File: config.mk
export PLATFORM = sky130hd
export DESIGN_NAME = sd_spi_init_and_block_access_core
export DESIGN_NICKNAME = d
export VERILOG_FILES = /design/src/rtl/sdspi_pkg.sv /design/src/rtl/sd_spi_init_and_block_access_core.sv /design/src/rtl/sdspi_front.sv /design/src/rtl/sdspi_queue.sv /design/src/rtl/sdspi_back.sv
export SDC_FILE = /design/constraint.sdc
export NUM_CORES = 1
export LEC_CHECK = 0
export BUFFER_PORTS_ARGS = -buffer_cell sky130_fd_sc_hd__buf_4
export CORE_UTILIZATION = 59
export CTS_CLUSTER_DIAMETER = 80
export CTS_CLUSTER_SIZE = 14
export DETAILED_ROUTE_END_ITERATION = 7
export MAX_ROUTING_LAYER = met4
export PLACE_DENSITY = 0.87
export SLEW_MARGIN = 20
export SYNTH_ARGS = -nofsm -noshare
export SYNTH_HDL_FRONTEND = slang
export SYNTH_SLANG_ARGS = --single-unit
File: constraint.sdc
create_clock -name clk -period 3.4 [get_ports clk]
set_input_delay 0.17 -clock clk [delete_from_list [all_inputs] [get_ports clk]]
set_output_delay 0.17 -clock clk [all_outputs]
set_load 0.05 [all_outputs]
File: src/rtl/sdspi_pkg.sv
package sdspi_pkg;

  localparam int unsigned BLOCK_BYTES = 512;
  localparam int unsigned BIDX_W = 10;

  typedef enum logic [2:0] {
    CMD_INIT  = 3'd0,
    CMD_READ  = 3'd1,
    CMD_WRITE = 3'd2,
    CMD_CARD  = 3'd3,
    CMD_HOST  = 3'd4
  } cmd_t;

  typedef enum logic [3:0] {
    ST_OK      = 4'd0,
    ST_CMD0    = 4'd1,
    ST_V2_A41  = 4'd2,
    ST_V1_A41  = 4'd3,
    ST_CMD1    = 4'd4,
    ST_CMD16   = 4'd5,
    ST_READ    = 4'd6,
    ST_WR_CMD  = 4'd7,
    ST_WR_DATA = 4'd8
  } status_t;

  localparam logic [2:0] KIND_UNKNOWN = 3'd0;
  localparam logic [2:0] KIND_MMC     = 3'd1;
  localparam logic [2:0] KIND_SD_V1   = 3'd2;
  localparam logic [2:0] KIND_SD_V2   = 3'd3;
  localparam logic [2:0] KIND_SDHC    = 3'd4;

  localparam logic [1:0] REG_RETRY = 2'd0;
  localparam logic [1:0] REG_POLL  = 2'd1;
  localparam logic [1:0] REG_DUMMY = 2'd2;
  localparam logic [1:0] REG_GAP   = 2'd3;

  typedef enum logic [4:0] {
    PH_IDLE, PH_DUMMY, PH_CMD0, PH_CMD8, PH_CMD8_TAIL, PH_V2_CMD55, PH_V2_ACMD41,
    PH_CMD58, PH_CMD58_TAIL, PH_V1_CMD55A, PH_V1_ACMD41A, PH_V1_CMD55, PH_V1_ACMD41,
    PH_CMD1, PH_CMD16, PH_INIT_TAIL, PH_RD_CMD, PH_RD_TOKEN, PH_RD_DATA, PH_RD_CRC,
    PH_RD_TAIL, PH_WR_CMD, PH_WR_GAP, PH_WR_READY, PH_WR_TOKEN, PH_WR_HOST,
    PH_WR_DATA, PH_WR_CRC, PH_WR_RESP, PH_WR_BUSY, PH_WR_TAIL
  } phase_t;

  typedef enum logic [2:0] {
    SND_NONE, SND_FF, SND_FE, SND_FRAME, SND_DATA
  } snd_t;

  typedef struct packed {
    logic [31:0] sector;
    logic [7:0]  data;
    cmd_t        cmd;
  } req_t;

  typedef struct packed {
    logic [7:0] retry_lim;
    logic [7:0] poll_lim;
    logic [7:0] dummy_bytes;
    logic [7:0] gap_bytes;
  } cfg_t;

  typedef struct packed {
    snd_t    snd;
    logic    cs;
    logic    need;
    logic    rdv;
    logic    done;
    status_t status;
  } act_t;

  function automatic logic is_cmd_phase(input phase_t p);
    return p == PH_CMD0 || p == PH_CMD8 || p == PH_V2_CMD55 || p == PH_V2_ACMD41 ||
           p == PH_CMD58 || p == PH_V1_CMD55A || p == PH_V1_ACMD41A ||
           p == PH_V1_CMD55 || p == PH_V1_ACMD41 || p == PH_CMD1 || p == PH_CMD16 ||
           p == PH_RD_CMD || p == PH_WR_CMD;
  endfunction

  function automatic logic [7:0] frame_byte(input phase_t p, input logic [2:0] k,
                                            input logic [31:0] a);
    logic [47:0] f;
    begin
      unique case (p)
        PH_RD_CMD:                    f = {8'h51, a, 8'hFF};
        PH_WR_CMD:                    f = {8'h58, a, 8'hFF};
        PH_CMD0:                      f = 48'h40_00_00_00_00_95;
        PH_CMD8:                      f = 48'h48_00_00_01_AA_87;
        PH_V2_ACMD41:                 f = 48'h69_40_00_00_00_01;
        PH_V1_ACMD41A, PH_V1_ACMD41:  f = 48'h69_00_00_00_00_01;
        PH_CMD58:                     f = 48'h7A_00_00_00_00_01;
        PH_CMD1:                      f = 48'h41_00_00_00_00_01;
        PH_CMD16:                     f = 48'h50_00_00_02_00_01;
        default:                      f = 48'h77_00_00_00_00_01;
      endcase
      unique case (k)
        3'd0:    return f[47:40];
        3'd1:    return f[39:32];
        3'd2:    return f[31:24];
        3'd3:    return f[23:16];
        3'd4:    return f[15:8];
        default: return f[7:0];
      endcase
    end
  endfunction

endpackage

File: src/rtl/sd_spi_init_and_block_access_core.sv
// a request is written into the queue, and any result it causes is then captured in the result
// register; throughput: one request per cycle, and the sequencer retires one queued
// request each cycle while the result register is not stalled; the input stalls only
// when the two-entry queue is full behind a stalled result register
// reset (rst_n low, synchronous) empties the queue and result register, puts the sequencer
// in idle with card kind unknown, and loads the register defaults 200, 200, 10 and 100
module sd_spi_init_and_block_access_core import sdspi_pkg::*; (
  input  logic        clk,
  input  logic        rst_n,
  input  logic        psel,
  input  logic        penable,
  input  logic        pwrite,
  input  logic [3:0]  paddr,
  input  logic [31:0] pwdata,
  output logic [31:0] prdata,
  output logic        pready,
  input  logic        in_valid,
  output logic        in_stall,
  input  logic [2:0]  in_command,
  input  logic [31:0] in_sector_address,
  input  logic [7:0]  in_data_byte,
  output logic        out_valid,
  input  logic        out_stall,
  output logic        out_tx_valid,
  output logic [7:0]  out_tx_byte,
  output logic        out_card_selected,
  output logic        out_need_write_byte,
  output logic        out_read_valid,
  output logic [7:0]  out_read_byte,
  output logic        out_done_res,
  output logic [3:0]  out_status,
  output logic [2:0]  out_card_kind,
  output logic        out_fast_clock
);

  cfg_t cfg_r;
  logic wr_en;
  logic q_full, push, pop, head_valid;
  req_t push_req, head_req;

  assign pready = 1'b1;
  assign wr_en = psel && penable && pwrite;

  always_ff @(posedge clk) begin
    if (!rst_n) begin
      cfg_r <= '{retry_lim: 8'd200, poll_lim: 8'd200, dummy_bytes: 8'd10, gap_bytes: 8'd100};
    end else if (wr_en) begin
      unique case (paddr[3:2])
        REG_RETRY: cfg_r.retry_lim <= pwdata[7:0];
        REG_POLL:  cfg_r.poll_lim <= pwdata[7:0];
        REG_DUMMY: cfg_r.dummy_bytes <= pwdata[7:0];
        REG_GAP:   cfg_r.gap_bytes <= pwdata[7:0];
        default:   cfg_r <= cfg_r;
      endcase
    end
  end

  always_comb begin
    unique case (paddr[3:2])
      REG_RETRY: prdata = {24'd0, cfg_r.retry_lim};
      REG_POLL:  prdata = {24'd0, cfg_r.poll_lim};
      REG_DUMMY: prdata = {24'd0, cfg_r.dummy_bytes};
      REG_GAP:   prdata = {24'd0, cfg_r.gap_bytes};
      default:   prdata = 32'd0;
    endcase
  end

  sdspi_front u_front (
    .in_valid(in_valid), .in_command(in_command), .in_sector_address(in_sector_address),
    .in_data_byte(in_data_byte), .q_full(q_full), .in_stall(in_stall),
    .push(push), .push_req(push_req)
  );

  sdspi_queue u_queue (
    .clk(clk), .rst_n(rst_n), .push(push), .push_req(push_req), .pop(pop),
    .head_valid(head_valid), .head_req(head_req), .full(q_full)
  );

  sdspi_back u_back (
    .clk(clk), .rst_n(rst_n), .cfg(cfg_r), .head_valid(head_valid), .head_req(head_req),
    .pop(pop), .out_valid(out_valid), .out_stall(out_stall),
    .out_tx_valid(out_tx_valid), .out_tx_byte(out_tx_byte),
    .out_card_selected(out_card_selected), .out_need_write_byte(out_need_write_byte),
    .out_read_valid(out_read_valid), .out_read_byte(out_read_byte),
    .out_done_res(out_done_res), .out_status(out_status),
    .out_card_kind(out_card_kind), .out_fast_clock(out_fast_clock)
  );

`ifndef ASSERT_OFF
  // a finished request sends nothing more
  a_done_no_tx: assert property (@(posedge clk) disable iff (!rst_n)
    out_valid && out_done_res |-> !out_tx_valid)
    else $error("done result carries a spi byte");

  // sector bytes arrive only while the card is selected and clocked
  a_read_sel: assert property (@(posedge clk) disable iff (!rst_n)
    out_valid && out_read_valid |-> out_tx_valid && out_card_selected)
    else $error("read byte outside a selected exchange");

  // waiting for host data pauses the spi side
  a_need_no_tx: assert property (@(posedge clk) disable iff (!rst_n)
    out_valid && out_need_write_byte |-> !out_tx_valid && !out_done_res)
    else $error("write byte request with spi byte or done");
`endif

endmodule

File: src/rtl/sdspi_front.sv
module sdspi_front import sdspi_pkg::*; (
  input  logic        in_valid,
  input  logic [2:0]  in_command,
  input  logic [31:0] in_sector_address,
  input  logic [7:0]  in_data_byte,
  input  logic        q_full,
  output logic        in_stall,
  output logic        push,
  output req_t        push_req
);

  logic known;

  // codes above host write byte never cause a result, drop them here
  assign known = (in_command == CMD_INIT) || (in_command == CMD_READ) ||
                 (in_command == CMD_WRITE) || (in_command == CMD_CARD) ||
                 (in_command == CMD_HOST);

  assign in_stall = q_full;
  assign push = in_valid && !q_full && known;
  assign push_req.sector = in_sector_address;
  assign push_req.data = in_data_byte;
  assign push_req.cmd = cmd_t'(in_command);

endmodule

File: src/rtl/sdspi_queue.sv
module sdspi_queue import sdspi_pkg::*; (
  input  logic clk,
  input  logic rst_n,
  input  logic push,
  input  req_t push_req,
  input  logic pop,
  output logic head_valid,
  output req_t head_req,
  output logic full
);

  req_t       mem_r [2];
  logic       wp_r, rp_r;
  logic [1:0] cnt_r;

  assign head_valid = cnt_r != 2'd0;
  assign full = cnt_r == 2'd2;
  assign head_req = mem_r[rp_r];

  always_ff @(posedge clk) begin
    if (push) begin
      mem_r[wp_r] <= push_req;
    end
    if (!rst_n) begin
      wp_r <= 1'b0;
      rp_r <= 1'b0;
      cnt_r <= 2'd0;
    end else begin
      if (push) begin
        wp_r <= ~wp_r;
      end
      if (pop) begin
        rp_r <= ~rp_r;
      end
      cnt_r <= cnt_r + {1'b0, push} - {1'b0, pop};
    end
  end

endmodule

File: src/rtl/sdspi_back.sv
module sdspi_back import sdspi_pkg::*; (
  input  logic        clk,
  input  logic        rst_n,
  input  cfg_t        cfg,
  input  logic        head_valid,
  input  req_t        head_req,
  output logic        pop,
  output logic        out_valid,
  input  logic        out_stall,
  output logic        out_tx_valid,
  output logic [7:0]  out_tx_byte,
  output logic        out_card_selected,
  output logic        out_need_write_byte,
  output logic        out_read_valid,
  output logic [7:0]  out_read_byte,
  output logic        out_done_res,
  output logic [3:0]  out_status,
  output logic [2:0]  out_card_kind,
  output logic        out_fast_clock
);

  phase_t            ph_r, ph_nxt;
  logic [7:0]        rc_r, rc_nxt, pc_r, pc_nxt;
  logic [BIDX_W-1:0] bi_r, bi_nxt;
  logic [2:0]        fi_r, fi_nxt, kd_r, kd_nxt;
  logic              ba_r, ba_nxt, fst_r, fst_nxt;
  logic [31:0]       rs_r, rs_nxt, ad_r, ad_nxt;

  logic              ov_r, ov_nxt;
  logic              txv_r, cs_r, need_r, rdv_r, done_r, fast_r;
  logic [7:0]        txb_r, rdb_r;
  logic [3:0]        st_r;
  logic [2:0]        kind_r;

  act_t              act;
  logic              produce;
  logic [7:0]        rc_inc, pc_inc, b;
  logic [BIDX_W-1:0] bi_inc;
  logic [31:0]       rs_sh;
  logic              use_retry, r_ok;
  phase_t            r_next, r_again;
  status_t           r_err;

  logic              o_txv, o_cs, o_rdv;
  logic [7:0]        o_txb, o_rdb;
  logic [3:0]        o_st;

  assign pop = head_valid && (!ov_r || !out_stall);
  assign b = head_req.data;
  assign rc_inc = rc_r + 8'd1;
  assign pc_inc = pc_r + 8'd1;
  assign bi_inc = bi_r + BIDX_W'(1);
  assign rs_sh = {rs_r[23:0], b};

  // next state of the sequencer and the action the request causes
  always_comb begin
    ph_nxt = ph_r; rc_nxt = rc_r; pc_nxt = pc_r; bi_nxt = bi_r; fi_nxt = fi_r;
    kd_nxt = kd_r; ba_nxt = ba_r; fst_nxt = fst_r; rs_nxt = rs_r; ad_nxt = ad_r;
    act = '{snd: SND_NONE, cs: 1'b0, need: 1'b0, rdv: 1'b0, done: 1'b0, status: ST_OK};
    produce = 1'b0;
    use_retry = 1'b0; r_ok = 1'b0; r_next = PH_IDLE; r_again = PH_IDLE; r_err = ST_OK;
    if (pop) begin
      unique case (head_req.cmd)
        CMD_INIT: begin
          if (ph_r == PH_IDLE) begin
            produce = 1'b1;
            kd_nxt = KIND_UNKNOWN; ba_nxt = 1'b0; fst_nxt = 1'b0; rc_nxt = '0;
            act.snd = SND_FF;
            if (cfg.dummy_bytes != 8'd0) begin
              ph_nxt = PH_DUMMY; bi_nxt = '0;
            end else begin
              ph_nxt = PH_CMD0; fi_nxt = '0;
            end
          end
        end
        CMD_READ, CMD_WRITE: begin
          if (ph_r == PH_IDLE) begin
            produce = 1'b1;
            ad_nxt = ba_r ? head_req.sector : {head_req.sector[22:0], 9'd0};
            rc_nxt = '0; fi_nxt = '0; act.snd = SND_FF;
            ph_nxt = (head_req.cmd == CMD_READ) ? PH_RD_CMD : PH_WR_CMD;
          end
        end
        CMD_HOST: begin
          if (ph_r == PH_WR_HOST) begin
            produce = 1'b1; ph_nxt = PH_WR_DATA; act.snd = SND_DATA; act.cs = 1'b1;
          end
        end
        CMD_CARD: begin
          if (ph_r != PH_IDLE && ph_r != PH_WR_HOST) begin
            produce = 1'b1;
            if (is_cmd_phase(ph_r)) begin
              if (fi_r < 3'd6) begin
                fi_nxt = fi_r + 3'd1; act.snd = SND_FRAME; act.cs = 1'b1;
              end else if (fi_r == 3'd6) begin
                fi_nxt = 3'd7; pc_nxt = '0; act.snd = SND_FF; act.cs = 1'b1;
              end else begin
                pc_nxt = pc_inc;
                if (b[7] && pc_inc < cfg.poll_lim) begin
                  act.snd = SND_FF; act.cs = 1'b1;
                end else begin
                  // response in hand
                  unique case (ph_r)
                    PH_CMD0: begin
                      use_retry = 1'b1; r_ok = b == 8'h01; r_next = PH_CMD8;
                      r_err = ST_CMD0; r_again = PH_CMD0;
                    end
                    PH_CMD8: begin
                      if (b == 8'h01) begin
                        ph_nxt = PH_CMD8_TAIL; bi_nxt = '0; rs_nxt = '0;
                        act.snd = SND_FF; act.cs = 1'b1;
                      end else begin
                        ph_nxt = PH_V1_CMD55A; fi_nxt = '0; act.snd = SND_FF;
                      end
                    end
                    PH_V2_CMD55: begin
                      ph_nxt = PH_V2_ACMD41; fi_nxt = '0; act.snd = SND_FF;
                    end
                    PH_V2_ACMD41: begin
                      use_retry = 1'b1; r_ok = b == 8'h00; r_next = PH_CMD58;
                      r_err = ST_V2_A41; r_again = PH_V2_CMD55;
                    end
                    PH_CMD58: begin
                      if (b == 8'h00) begin
                        ph_nxt = PH_CMD58_TAIL; bi_nxt = '0; rs_nxt = '0;
                        act.snd = SND_FF; act.cs = 1'b1;
                      end else begin
                        ph_nxt = PH_CMD16; fi_nxt = '0; act.snd = SND_FF;
                      end
                    end
                    PH_V1_CMD55A: begin
                      ph_nxt = PH_V1_ACMD41A; fi_nxt = '0; act.snd = SND_FF;
                    end
                    PH_V1_ACMD41A: begin
                      rc_nxt = '0; fi_nxt = '0; act.snd = SND_FF;
                      if (b <= 8'h01) begin
                        kd_nxt = KIND_SD_V1; ph_nxt = PH_V1_CMD55;
                      end else begin
                        kd_nxt = KIND_MMC; ph_nxt = PH_CMD1;
                      end
                    end
                    PH_V1_CMD55: begin
                      ph_nxt = PH_V1_ACMD41; fi_nxt = '0; act.snd = SND_FF;
                    end
                    PH_V1_ACMD41: begin
                      use_retry = 1'b1; r_ok = b == 8'h00; r_next = PH_CMD16;
                      r_err = ST_V1_A41; r_again = PH_V1_CMD55;
                    end
                    PH_CMD1: begin
                      use_retry = 1'b1; r_ok = b == 8'h00; r_next = PH_CMD16;
                      r_err = ST_CMD1; r_again = PH_CMD1;
                    end
                    PH_CMD16: begin
                      if (b != 8'h00) begin
                        kd_nxt = KIND_UNKNOWN; ph_nxt = PH_IDLE;
                        act.done = 1'b1; act.status = ST_CMD16;
                      end else begin
                        ph_nxt = PH_INIT_TAIL; act.snd = SND_FF;
                      end
                    end
                    PH_RD_CMD, PH_WR_CMD: begin
                      rc_nxt = rc_inc;
                      if (b == 8'h00) begin
                        act.snd = SND_FF; act.cs = 1'b1;
                        if (ph_r == PH_RD_CMD) begin
                          ph_nxt = PH_RD_TOKEN;
                        end else begin
                          bi_nxt = '0;
                          ph_nxt = (cfg.gap_bytes != 8'd0) ? PH_WR_GAP : PH_WR_READY;
                        end
                      end else if (rc_inc >= cfg.retry_lim) begin
                        ph_nxt = PH_IDLE; act.done = 1'b1;
                        act.status = (ph_r == PH_RD_CMD) ? ST_READ : ST_WR_CMD;
                      end else begin
                        fi_nxt = '0; act.snd = SND_FF;
                      end
                    end
                    default: ph_nxt = PH_IDLE;
                  endcase
                  if (use_retry) begin
                    rc_nxt = rc_inc;
                    if (r_ok) begin
                      rc_nxt = '0; ph_nxt = r_next; fi_nxt = '0; act.snd = SND_FF;
                    end else if (rc_inc >= cfg.retry_lim) begin
                      ph_nxt = PH_IDLE; act.done = 1'b1; act.status = r_err;
                    end else begin
                      ph_nxt = r_again; fi_nxt = '0; act.snd = SND_FF;
                    end
                  end
                end
              end
            end else begin
              unique case (ph_r)
                PH_DUMMY: begin
                  bi_nxt = bi_inc; act.snd = SND_FF;
                  if (bi_inc >= {2'b00, cfg.dummy_bytes}) begin
                    rc_nxt = '0; ph_nxt = PH_CMD0; fi_nxt = '0;
                  end
                end
                PH_CMD8_TAIL, PH_CMD58_TAIL: begin
                  rs_nxt = rs_sh; bi_nxt = bi_inc;
                  if (bi_inc < BIDX_W'(4)) begin
                    act.snd = SND_FF; act.cs = 1'b1;
                  end else begin
                    fi_nxt = '0; act.snd = SND_FF;
                    if (ph_r == PH_CMD8_TAIL) begin
                      rc_nxt = '0;
                      ph_nxt = (rs_sh[15:0] == 16'h01AA) ? PH_V2_CMD55 : PH_CMD16;
                    end else begin
                      ph_nxt = PH_CMD16;
                      if (rs_sh[30]) begin
                        kd_nxt = KIND_SDHC; ba_nxt = 1'b1;
                      end else begin
                        kd_nxt = KIND_SD_V2;
                      end
                    end
                  end
                end
                PH_INIT_TAIL: begin
                  fst_nxt = 1'b1; ph_nxt = PH_IDLE; act.done = 1'b1;
                end
                PH_RD_TOKEN: begin
                  if (b == 8'hFE) begin
                    ph_nxt = PH_RD_DATA; bi_nxt = '0;
                  end
                  act.snd = SND_FF; act.cs = 1'b1;
                end
                PH_RD_DATA: begin
                  act.rdv = 1'b1; bi_nxt = bi_inc; act.snd = SND_FF; act.cs = 1'b1;
                  if (bi_inc >= BIDX_W'(BLOCK_BYTES)) begin
                    ph_nxt = PH_RD_CRC; bi_nxt = '0;
                  end
                end
                PH_RD_CRC: begin
                  bi_nxt = bi_inc; act.snd = SND_FF;
                  if (bi_inc < BIDX_W'(2)) begin
                    act.cs = 1'b1;
                  end else begin
                    ph_nxt = PH_RD_TAIL;
                  end
                end
                PH_WR_GAP: begin
                  bi_nxt = bi_inc; act.snd = SND_FF; act.cs = 1'b1;
                  if (bi_inc >= {2'b00, cfg.gap_bytes}) begin
                    ph_nxt = PH_WR_READY;
                  end
                end
                PH_WR_READY: begin
                  act.cs = 1'b1;
                  if (b == 8'hFF) begin
                    ph_nxt = PH_WR_TOKEN; act.snd = SND_FE;
                  end else begin
                    act.snd = SND_FF;
                  end
                end
                PH_WR_TOKEN: begin
                  ph_nxt = PH_WR_HOST; bi_nxt = '0; act.need = 1'b1;
                end
                PH_WR_DATA: begin
                  bi_nxt = bi_inc;
                  if (bi_inc < BIDX_W'(BLOCK_BYTES)) begin
                    ph_nxt = PH_WR_HOST; act.need = 1'b1;
                  end else begin
                    ph_nxt = PH_WR_CRC; bi_nxt = '0; act.snd = SND_FF; act.cs = 1'b1;
                  end
                end
                PH_WR_CRC: begin
                  bi_nxt = bi_inc; act.snd = SND_FF; act.cs = 1'b1;
                  if (bi_inc >= BIDX_W'(2)) begin
                    ph_nxt = PH_WR_RESP;
                  end
                end
                PH_WR_RESP: begin
                  if (b[4:0] != 5'h05) begin
                    ph_nxt = PH_IDLE; act.done = 1'b1; act.status = ST_WR_DATA;
                  end else begin
                    ph_nxt = PH_WR_BUSY; act.snd = SND_FF; act.cs = 1'b1;
                  end
                end
                PH_WR_BUSY: begin
                  act.snd = SND_FF;
                  if (b == 8'hFF) begin
                    ph_nxt = PH_WR_TAIL;
                  end else begin
                    act.cs = 1'b1;
                  end
                end
                PH_RD_TAIL, PH_WR_TAIL: begin
                  ph_nxt = PH_IDLE; act.done = 1'b1;
                end
                default: ph_nxt = PH_IDLE;
              endcase
            end
          end
        end
        default: produce = 1'b0;
      endcase
    end
  end

  // result fields from the action
  always_comb begin
    o_txv = act.snd != SND_NONE;
    o_cs = o_txv && act.cs;
    unique case (act.snd)
      SND_FF:    o_txb = 8'hFF;
      SND_FE:    o_txb = 8'hFE;
      SND_FRAME: o_txb = frame_byte(ph_r, fi_r, ad_r);
      SND_DATA:  o_txb = b;
      default:   o_txb = 8'h00;
    endcase
    o_rdv = act.rdv;
    o_rdb = act.rdv ? b : 8'h00;
    o_st = act.done ? act.status : ST_OK;
  end

  assign ov_nxt = produce || (ov_r && out_stall);

  always_ff @(posedge clk) begin
    if (pop && produce) begin
      txv_r <= o_txv; txb_r <= o_txb; cs_r <= o_cs; need_r <= act.need;
      rdv_r <= o_rdv; rdb_r <= o_rdb; done_r <= act.done; st_r <= o_st;
      kind_r <= kd_nxt; fast_r <= fst_nxt;
    end
    rs_r <= rs_nxt;
    ad_r <= ad_nxt;
    if (!rst_n) begin
      ph_r <= PH_IDLE; rc_r <= '0; pc_r <= '0; bi_r <= '0; fi_r <= '0;
      kd_r <= KIND_UNKNOWN; ba_r <= 1'b0; fst_r <= 1'b0; ov_r <= 1'b0;
    end else begin
      ph_r <= ph_nxt; rc_r <= rc_nxt; pc_r <= pc_nxt; bi_r <= bi_nxt; fi_r <= fi_nxt;
      kd_r <= kd_nxt; ba_r <= ba_nxt; fst_r <= fst_nxt; ov_r <= ov_nxt;
    end
  end

  assign out_valid = ov_r;
  assign out_tx_valid = txv_r;
  assign out_tx_byte = txb_r;
  assign out_card_selected = cs_r;
  assign out_need_write_byte = need_r;
  assign out_read_valid = rdv_r;
  assign out_read_byte = rdb_r;
  assign out_done_res = done_r;
  assign out_status = st_r;
  assign out_card_kind = kind_r;
  assign out_fast_clock = fast_r;

endmodule
-- Word-level counts from Yosys, hierarchy flattened
Memories as Yosys holds them, arrays and structs flattened. A register that Yosys moved wholly into a read port is not among the register bits.
Index checks and enable logic that the tools add are counted.
- memory bits (writable): 86
- memories: 1
- logic and storage cells: 436
- bits of input ports: 86
- register bits after elaboration: 160
- bitwise logic cells: 6
- $lt $le $gt $ge: 11
- reduce and logical (&&, ||, !) cells: 77
- equality and inequality tests: 99
- $add $sub $neg: 6
- multiplexer cells: 207
- memory list (name ; words ; bits a word ; read ports ; clocked after Yosys merged registers in ; wr ports ; RTL line ; RTL):
    u_queue.mem_r ; 2 ; 43 ; 1 ; 1 ; 1 ; sdspi_queue.sv:12 ; req_t mem_r [2];
- operator list (cell ; number):
    46-bit one-hot mux with 9 select lines ; 1
    5-bit two-way mux ; 35
    23-bit two-way mux ; 7
    10-bit two-way mux ; 14
    32-bit one-hot mux with 4 select lines ; 1
    3-bit two-way mux ; 34
    8-bit two-way mux ; 12
    5-bit equality test, second input constant ; 15
    5-bit one-hot mux with 12 select lines ; 1
    10-bit one-hot mux with 5 select lines ; 1
    1-bit two-way mux ; 49
    8-bit one-hot mux with 2 select lines ; 3
    23-bit one-hot mux with 2 select lines ; 1
    5-bit one-hot mux with 9 select lines ; 1
    5-bit by 4-bit equality test with 1-bit output, second input constant ; 8
    4-bit two-way mux ; 10
    8-bit one-hot mux with 5 select lines ; 1
    3-bit one-hot mux with 4 select lines ; 3
    32-bit two-way mux ; 1
    4-bit by 2-bit inequality test with 1-bit output, second input constant ; 8
    8-bit one-hot mux with 4 select lines ; 1
    10-bit one-hot mux with 3 select lines ; 1
    3-bit by 2-bit equality test with 1-bit output, second input constant ; 8
    8-bit nonzero test ; 3
    other kinds (76) ; 187

-- Longest topological paths before layout
Gate-level depths: netlist (run 1).
- word-level depth: 28
- gate-level depth with buffers: 13

-- Cells and area by module
From an unflattened synthesis (run 1), not the netlist that was laid out.
- cells, all modules: 1361
- area, all modules: 14285.0 sq um
- by module, submodules not included (module ; cells each ; area an instance (sq um) ; instances):
    sdspi_back ; 997 ; 8777.2 ; 1
    sdspi_queue ; 155 ; 3535.9 ; 1
    sd_spi_init_and_block_access_core ; 163 ; 1627.8 ; 1
    sdspi_front ; 46 ; 344.1 ; 1

-- Worst setup path before layout (run 1)
No wires, ideal clock.
- path kind: register -> register
- from: reg u_queue.cnt_r[1]
- to: mem u_queue.mem_r[0][0] (netlist bit), enable pin
- data required time: 2.956 ns
- data arrival time: 2.744 ns
- path slack: 0.212 ns
- clock period less this slack: 3.188 ns
- path buffers: 0
- setup time: 0.444 ns
- stages on the path, launching flop included: 4
- path through: dfxtp_1 > nor2b_1 > nand3b_1 > nor2_1
- longest elaborated chain between the ends: 6
- RTL lines (what ; RTL line ; RTL):
    from (decl) ; sdspi_queue.sv:14 ; logic [1:0] cnt_r;
    from (signal assigned) ; sdspi_queue.sv:35 ; cnt_r <= cnt_r + {1'b0, push} - {1'b0, pop};
    2-bit equality test ; sdspi_queue.sv:17 ; assign full = cnt_r == 2'd2;
    named net in_stall ; sd_spi_init_and_block_access_core.sv:18 ; output logic in_stall,
    1-bit logical NOT ; sdspi_front.sv:20 ; assign push = in_valid && !q_full && known;
    1-bit logical AND (2 in series) ; sdspi_front.sv:20 ;
    1-bit two-way mux ; sdspi_queue.sv:21 ; if (push) begin
    1-bit two-way mux (implied by the code) ; sdspi_queue.sv:22 ; mem_r[wp_r] <= push_req;
    to (decl) ; sdspi_queue.sv:12 ;
The timed path passes the listed nets, and every way through them passes these cells.

-- Worst setup path in the final report (run 1)
- from: reg u_back.rc_r[0]
- to: reg u_back.st_r[2], in the netlist u_back.out_status[2] (data pin)
- longest elaborated chain between the ends: 16
- RTL lines (what ; RTL line ; RTL):
    from (decl) ; sdspi_back.sv:23 ; logic [7:0] rc_r, rc_nxt, pc_r, pc_nxt;
    from (signal assigned) ; sdspi_back.sv:331 ; ph_r <= ph_nxt; rc_r <= rc_nxt; pc_r <= pc_nxt; bi_r <= bi_nxt; fi_r <= fi_nxt;
    8-bit by 1-bit adder with 8-bit output * ; sdspi_back.sv:50 ; assign rc_inc = rc_r + 8'd1;
    8-bit greater-or-equal comparator * ; sdspi_back.sv:171, sdspi_back.sv:184 ;
    5-bit two-way mux ; sdspi_back.sv:171 ; end else if (rc_inc >= cfg.retry_lim) begin
    5-bit two-way mux ; sdspi_back.sv:163 ; if (b == 8'h00) begin
    5-bit one-hot mux with 2 select lines ; sdspi_back.sv:103 ; unique case (ph_r)
    5-bit two-way mux ; sdspi_back.sv:184 ; end else if (rc_inc >= cfg.retry_lim) begin
    5-bit two-way mux ; sdspi_back.sv:182 ; if (r_ok) begin
    5-bit two-way mux * ; sdspi_back.sv:180 ; if (use_retry) begin
    5-bit two-way mux * ; sdspi_back.sv:99 ; if (b[7] && pc_inc < cfg.poll_lim) begin
    5-bit two-way mux * ; sdspi_back.sv:95 ; end else if (fi_r == 3'd6) begin
    5-bit two-way mux * ; sdspi_back.sv:93 ; if (fi_r < 3'd6) begin
    5-bit two-way mux * ; sdspi_back.sv:92 ; if (is_cmd_phase(ph_r)) begin
    11-bit two-way mux ; sdspi_back.sv:90 ; if (ph_r != PH_IDLE && ph_r != PH_WR_HOST) begin
    7-bit two-way mux ; sdspi_back.sv:63 ; unique case (head_req.cmd)
    11-bit two-way mux ; sdspi_back.sv:62 ; if (pop) begin
    4-bit AND reduction (no line) ; - ;
    to (signal assigned) ; sdspi_back.sv:322 ; rdv_r <= o_rdv; rdb_r <= o_rdb; done_r <= act.done; st_r <= o_st;
    to (decl) ; sdspi_back.sv:32 ; logic [3:0] st_r;
Every way passes the cells marked *; elsewhere a longest branch is shown, timed or not.
A chain may end at the register's enable or synchronous reset.

==> results of run 1 <==
-- worst register-to-register path, stage by stage, from the launching register on --
cell and delay, ns:
dfxtp_1 0.46, nand3_2 0.23, nor2_2 0.25, nand3_1 0.14, xnor2_1 0.19, ha_1 0.33
nand2_1 0.09, nor3_2 0.26, a21oi_4 0.16, a221oi_1 0.30, nand4_1 0.17, buf_4 0.19
a2111oi_1 0.30
-- power by group --
group	leakage (nW)	internal, W	switching (W)
Clock	0.302	0.00125	0.00110
Sequential	2.08	0.00350	0.000263
Combinational	3.62	0.00141	0.00277
Total	5.99	0.00615	0.00413
-- final cells by class --
type / count / area share
multi-input cells: 952 / 0.410
inverters: 52 / 0.0124
repair buffers: 231 / 0.119
clock inverters: 4 / 0.00356
clock buffers: 34 / 0.0364
well taps: 280 / 0.0222
flip-flops and latches: 234 / 0.396
-- synthesized netlist by cell type, types with 10 or more instances --
cell and instances:
a211oi_1 23, a21oi_1 70, a22oi_1 10, a31oi_1 21, and2_1 10, and3_1 12, buf_1 12, buf_2 17
buf_4 27, clkbuf_1 39, dfxtp_1 77, edfxtp_1 157, ha_1 42, inv_1 51, mux2i_1 93, nand2_1 86
nand2b_1 20, nand3_1 41, nand4_1 10, nor2_1 115, nor2b_1 28, nor3_1 41, nor3b_1 14, nor4_1 19
o211ai_1 14, o21ai_0 58, or3_1 10, or4_1 10, xnor2_1 13, xor2_1 11
-- registers in the layout, indices dropped and copies added (netlist names), 2 cells and up, named ones only --
name / cells
u_back.out_tx_byte: 8
u_back.ph_r: 5
u_back.fi_r: 3
u_back.ad_r: 32
u_queue.mem_r: 86
u_back.out_status: 4
u_back.rs_r: 10
cfg_r: 32
u_back.pc_r: 8
u_back.bi_r: 10
u_back.kd_r: 3
u_back.rc_r: 8
u_back.out_card_kind: 3
u_back.out_read_byte: 8
u_queue.cnt_r: 2
-- repair_timing --
item | CTS | global route
endpoints found under the setup margin | 0 | 42
resized for setup | 0 | 17
hold buffers | 57 | 0
hold endpoints to repair | 119 | 0
buffers inserted | 0 | 0
-- path summary, 6_finish.rpt --
path,startpoint,end,depth (start not counted)
setup reg to reg,u_back.rc_r[0],u_back.out_status[2],12
setup / recovery,u_back.rc_r[0],u_back.out_status[2],12
hold reg to reg,u_back.kd_r[1],u_back.kd_r[1],2
hold / removal,paddr[3],cfg_r[26],4
-- through the flow --
step	util	hold slack [ns]	instances	setup WS (ns)	TNS [ns]
floorplan	-	0.269	1335	0.212	0
global route	0.719	0.287	1787	-0.0350	-0.0350
CTS	0.717	0.226	1787	0.0778	0
finish	0.719	0.240	1787	0.101	0
global placement	0.662	0.355	1692	0.252	0
detailed placement	0.662	0.357	1692	0.156	0
-- per-layer routing --
metal / part of all wire / up-vias / GRT usage
met2: 0.48 / 786 / 0.598
met4: 0.050 / 0 / 0.173
met1: 0.39 / 5748 / 0.450
met5: 0 / - / -
li1: - / 5258 / -
met3: 0.087 / 183 / 0.0659
-- cell families (layout without fill, tap and decap cells) --
family | count (synthesis) | count (layout) | synth area share
AO/OA/AOI/OAI | 306 | 306 | 0.158
XOR/XNOR | 24 | 24 | 0.0158
adder cells (fa/ha/maj) | 42 | 42 | 0.0396
buffers and inverters | 149 | 321 | 0.0525
flip-flops | 234 | 234 | 0.471
multiplexers | 105 | 105 | 0.0871
other | 2 | 25 | 0.000566
AND/OR/NAND/NOR | 450 | 450 | 0.175
-- layout by cell type, fill, tap and decap left out, drive strengths merged, types with 41 or more instances in the layout --
| cell | instances |
|---|---|
| inv | 54 |
| mux2i | 93 |
| buf | 174 |
| a21oi | 71 |
| dfxtp | 77 |
| dlygate4sd3 | 57 |
| edfxtp | 157 |
| ha | 42 |
| nand2 | 86 |
| nand3 | 41 |
| nor3 | 42 |
| o21ai | 62 |
| nor2 | 116 |
==> run metrics, run 1 <==
area of the multi-input gates=6480 µm²; final max-slew violation count=0; largest net degree at the start of global routing=44; #FFs+latches synth=234; TritonCTS clock tree=done; chip height=152 µm; Filler Cell Count=1485; cell chain of the critical path=nand3_2 > nor2_2 > nand3_1 > xnor2_1 > ha_1 > nand2_1 > nor3_2 > a21oi_4 > a221oi_1 > nand4_1 > buf_4 > a2111oi_1; antenna cell count=0; Routed Wire Length=42300 µm; number of synthesis warnings=0; reported max-cap violation count=0; layout-stage area growth over the synthesis result=19.0%; Critical Path End Type=register; pin slew with the least headroom to its limit=0.779 ns; cell with the biggest individual delay on the critical path=dfxtp_1; fraction of final layout cells with drive strength greater than 1=0.165; antenna violations before repair=0; drt first pass iters=8; number of distinct library cell variants in the gate-level netlist after synthesis=88; outcome=finished, violations left; Setup crit start kind=register; number of buffers added on ports=98; routed via count divided by cell count=6.70; remaining max-slew budget at the tightest pin=0.476; worst-case register-to-register setup slack=0.10 ns; crit path time final=3.30 ns; WL/cell=23.7 µm; CORE AREA=22000 µm²; number of instances in the synthesized netlist=1312; primary flip-flop cell chosen by synthesis mapping=edfxtp_1; worst setup path class=reg -> reg; die width=152 µm; number of enable-type register cells in the synthesized netlist=157; slowest cell delay on critical path=0.46 ns; Final Power=0.0103 W; global-route wire length before repair=64600 µm; number of buffers and inverters on the critical path=1; clock sinks=234; Arrival @ worst endpoint=3.59 ns; number of nets with antenna violations after detailed routing=0; Final Setup Violations=0; Seq. cell area=6260 µm²; Iteration-0 DRC Markers=1578; global placer's final weighted congestion=0.997; # DRC=16; library cell with the largest summed area after synthesis=edfxtp_1; portion of the post-synthesis area used by sequential elements=0.471; Post-DP Area=14500 µm²; required time of the critical path=3.69 ns; worst clock skew=0.0142 ns; min-delay worst type=in -> reg; Overall Global Routing Usage=0.369; clock insertion delay at the later pin of the skew report=0.52 ns; async set-reset flop share out of synthesis=0; hpwl dp=27500 µm; Tcrit/Tclk final=0.970; CTS clock-pin slew for the worst setup and hold paths=0.07 ns; die footprint=23100 µm²; violations in the final reports=DRC; Crit path max-delay family=simple AND/OR/NAND/NOR gates; Starting Density=0.605; cell leakage power=5.99 nW; # rows=54; clock root buffer master=clkbuf_16; top cell type's share of synthesized area=0.355; worst ir drop on vdd=0.000601 V; final layout net count=1620; TritonCTS Buffers=21; cell area power density=651 nW/µm²; via count of the first global-routing pass=11700; maximum count of clock buffers along a single path=3; Post-Synthesis Cell Area=13300 µm²; global route total overflow=0; average instance area after synthesis=10.1 µm²; Hold Vio Cnt, Final=0; final design instance area without fill=15800 µm²; deepest level of the CTS H-tree=1; vias post-DR=12000; fmax=0.303 GHz; largest cells by area after synthesis=edfxtp_1 (36%), dfxtp_1 (12%), mux2i_1 (7.0%); Top-Level Pins=150; maximum fanout count along the critical path=9
Note: power is estimated with default switching activity, not from simulation.
==> run 2: changes to the inputs <==
--- a/config.mk
+++ b/config.mk
@@ -6,12 +6,13 @@
 export NUM_CORES = 1
 export LEC_CHECK = 0
 export BUFFER_PORTS_ARGS = -buffer_cell sky130_fd_sc_hd__buf_4
-export CORE_UTILIZATION = 59
+export CORE_UTILIZATION = 60
+export CTS_BUF_LIST = sky130_fd_sc_hd__clkbuf_4
 export CTS_CLUSTER_DIAMETER = 80
 export CTS_CLUSTER_SIZE = 14
 export DETAILED_ROUTE_END_ITERATION = 7
 export MAX_ROUTING_LAYER = met4
-export PLACE_DENSITY = 0.87
+export PLACE_DENSITY = 0.89
 export SLEW_MARGIN = 20
 export SYNTH_ARGS = -nofsm -noshare
 export SYNTH_HDL_FRONTEND = slang
==> constraint.sdc (replaced) <==
create_clock -name clk -period 3.9 [get_ports clk]
set_input_delay 0.195 -clock clk [delete_from_list [all_inputs] [get_ports clk]]
set_output_delay 0.195 -clock clk [all_outputs]
set_load 0.05 [all_outputs]
==> run 2 against run 1 <==
The flow now finishes without violations. Largest power group unchanged. Wire length is 3.9% lower. Register-to-register slack about the same. Flip-flop and latch count stayed put. Sequential power is 12% lower. First-iteration DRC count fell by 6.7%. Non-clock buffer count shrank 26. Die area down 1.6%. Sequential share of layout area rose by 1.5 points. Critical path depth unchanged. Clock-buffer cell count down 2.
==> run metrics, run 2 (synthesis results as in run 1) <==
number of placed cells counting well taps=1667; cell chain of the critical path=nand3_1 > nor2_1 > nand3_1 > xnor2_1 > ha_1 > nand2_1 > o21ai_0 > a21oi_4 > a221oi_1 > nand4_1 > nand3_1 > o221ai_1; Starting Density=0.610; Post-Layout Cell Count=1760; die footprint=22700 µm²; vias post-DR=11800; final max-slew violation count=0; hpwl dp=27000 µm; Crit path max-delay family=simple AND/OR/NAND/NOR gates; global placer's final weighted congestion=1.04; pin slew with the least headroom to its limit=0.995 ns; # DRC=0; worst setup path startpoint=u_back.rc_r[2]; final design instance area without fill=15200 µm²; drt first pass iters=6; number of buffers added on ports=98; WL/cell=23.1 µm; reported max-cap violation count=0; Most common cell on crit path=nand3_1; leading registers by flop count=u_queue.mem_r x86, cfg_r x32, u_back.ad_r x32; worst setup path class=reg -> reg; chip height=151 µm; worst ir drop on vdd=0.000436 V; post-route worst hold slack=0.146 ns; global-route wire length before repair=62000 µm; hold path startpoint=paddr[3]; Seq. cell area=6260 µm²; internal power=0.00458 W; clock root buffer master=clkbuf_4; min-delay worst type=in -> reg; fraction of power consumed by the clock network=0.147; number of logic stages on the critical path including buffering=12; TritonCTS clock tree=done; Filler Cell Count=1508; crit path time final=3.80 ns; maximum count of clock buffers along a single path=3; cells on worst reg2reg path=12; Routed Wire Length=40700 µm; area of the multi-input gates=6440 µm²; Arrival @ worst endpoint=4.19 ns; routed via count divided by cell count=6.68; CTS clock-pin slew for the worst setup and hold paths=0.16 ns; most frequent cells in the layout=edfxtp_1 (157), buf_4 (147), nor2_1 (112), mux2i_1 (93), nand2_1 (86); switching power of the nets=0.00343 W; register bank with the most flops=u_queue.mem_r; deepest level of the CTS H-tree=1; proportion of power drawn by combinational gates=0.439; Final Power=0.00801 W; Setup crit start kind=register; Iteration-0 DRC Markers=1473; CORE AREA=21800 µm²; outcome=complete, no violations; slowest cell delay on critical path=0.46 ns; worst clock skew=0.0836 ns; maximum fanout count along the critical path=9; antenna violations before repair=1; FF-to-FF End=u_back.out_tx_byte[0]; Tcrit/Tclk final=0.974; fraction of final layout cells with drive strength greater than 1=0.149; proportion of total power due to net switching=0.428; number of buffers and inverters on the critical path=0; sequential cell fraction of total power=0.414; cell leakage power=5.73 nW; required time of the critical path=4.29 ns; cell area power density=527 nW/µm²; number of nets with antenna violations after detailed routing=0; remaining max-slew budget at the tightest pin=0.330; global route total overflow=0; largest net degree at the start of global routing=38; die width=151 µm; clock sinks=234; Final Setup Violations=0; clock insertion delay at the later pin of the skew report=0.70 ns; beginning of the worst register-to-register path=u_back.rc_r[2]; via count of the first global-routing pass=11100; layout-stage area growth over the synthesis result=14.5%; TritonCTS Buffers=20; number of flip-flops in the largest register=86; Overall Global Routing Usage=0.369; most common cell after layout, fill and taps aside=edfxtp_1; total negative slack=0 ns; worst-case register-to-register setup slack=0.1 ns; CP endpoint=u_back.out_tx_byte[0]; cell with the biggest individual delay on the critical path=dfxtp_1; Top-Level Pins=150; Hold Vio Cnt, Final=0; fmax=0.263 GHz; final layout net count=1593; Critical Path End Type=register; # rows=54; Post-DP Area=14400 µm²
## run 2: final cells by class
class,count,area share
multi-input combinational,952,0.423
sequential,234,0.412
timing repair buffer,205,0.112
tap,280,0.0230
clock buffer,32,0.0158
inverter,52,0.0128
clock inverter,3,0.00107
antenna,2,0.000329
## run 2: timing repair
item	CTS	global route
setup endpoints to repair	0	5
resized for setup	0	1
hold endpoints to repair	129	0
setup buffers	0	0
hold buffers	56	0
## run 2: power by group through the flow
stage               Sequential, W  Clock [W]  Combinational (W)
detailed placement        0.00334          0            0.00332
global placement          0.00332          0            0.00329
global route              0.00333    0.00125            0.00370
finish                    0.00331    0.00118            0.00351
CTS                       0.00328    0.00116            0.00338
floorplan                 0.00352          0            0.00201
## run 2: per-stage QoR
step / utilization / setup WS [ns]
after floorplan: - / 0.712
after global placement: 0.659 / 0.533
after detailed placement: 0.661 / 0.370
after CTS: 0.698 / 0.295
after global routing: 0.699 / -0.0203
final: 0.699 / 0.0997
## run 2: worst register-to-register path, delay by kind of cell (launching register included)
kind            cells  cell delay, ns
fa+ha+maj           1            0.31
compound gates      4            1.09
flops               1            0.46
simple gates        6            1.48
xor+xnor            1            0.16
## run 2: worst min-delay path by stage
stage	to	cells after the start
CTS	u_queue.wp_r	4
floorplan	u_queue.mem_r[0][0]	0
global placement	u_queue.mem_r[0][40]	1
global route	cfg_r[30]	4
finish	cfg_r[30]	4
detailed placement	u_queue.mem_r[1][14]	1
## run 2: layer usage
metal / global-route usage / share of wire
met5: - / 0
met4: 0.126 / 0.039
met1: 0.479 / 0.39
met3: 0.0542 / 0.088
met2: 0.591 / 0.48
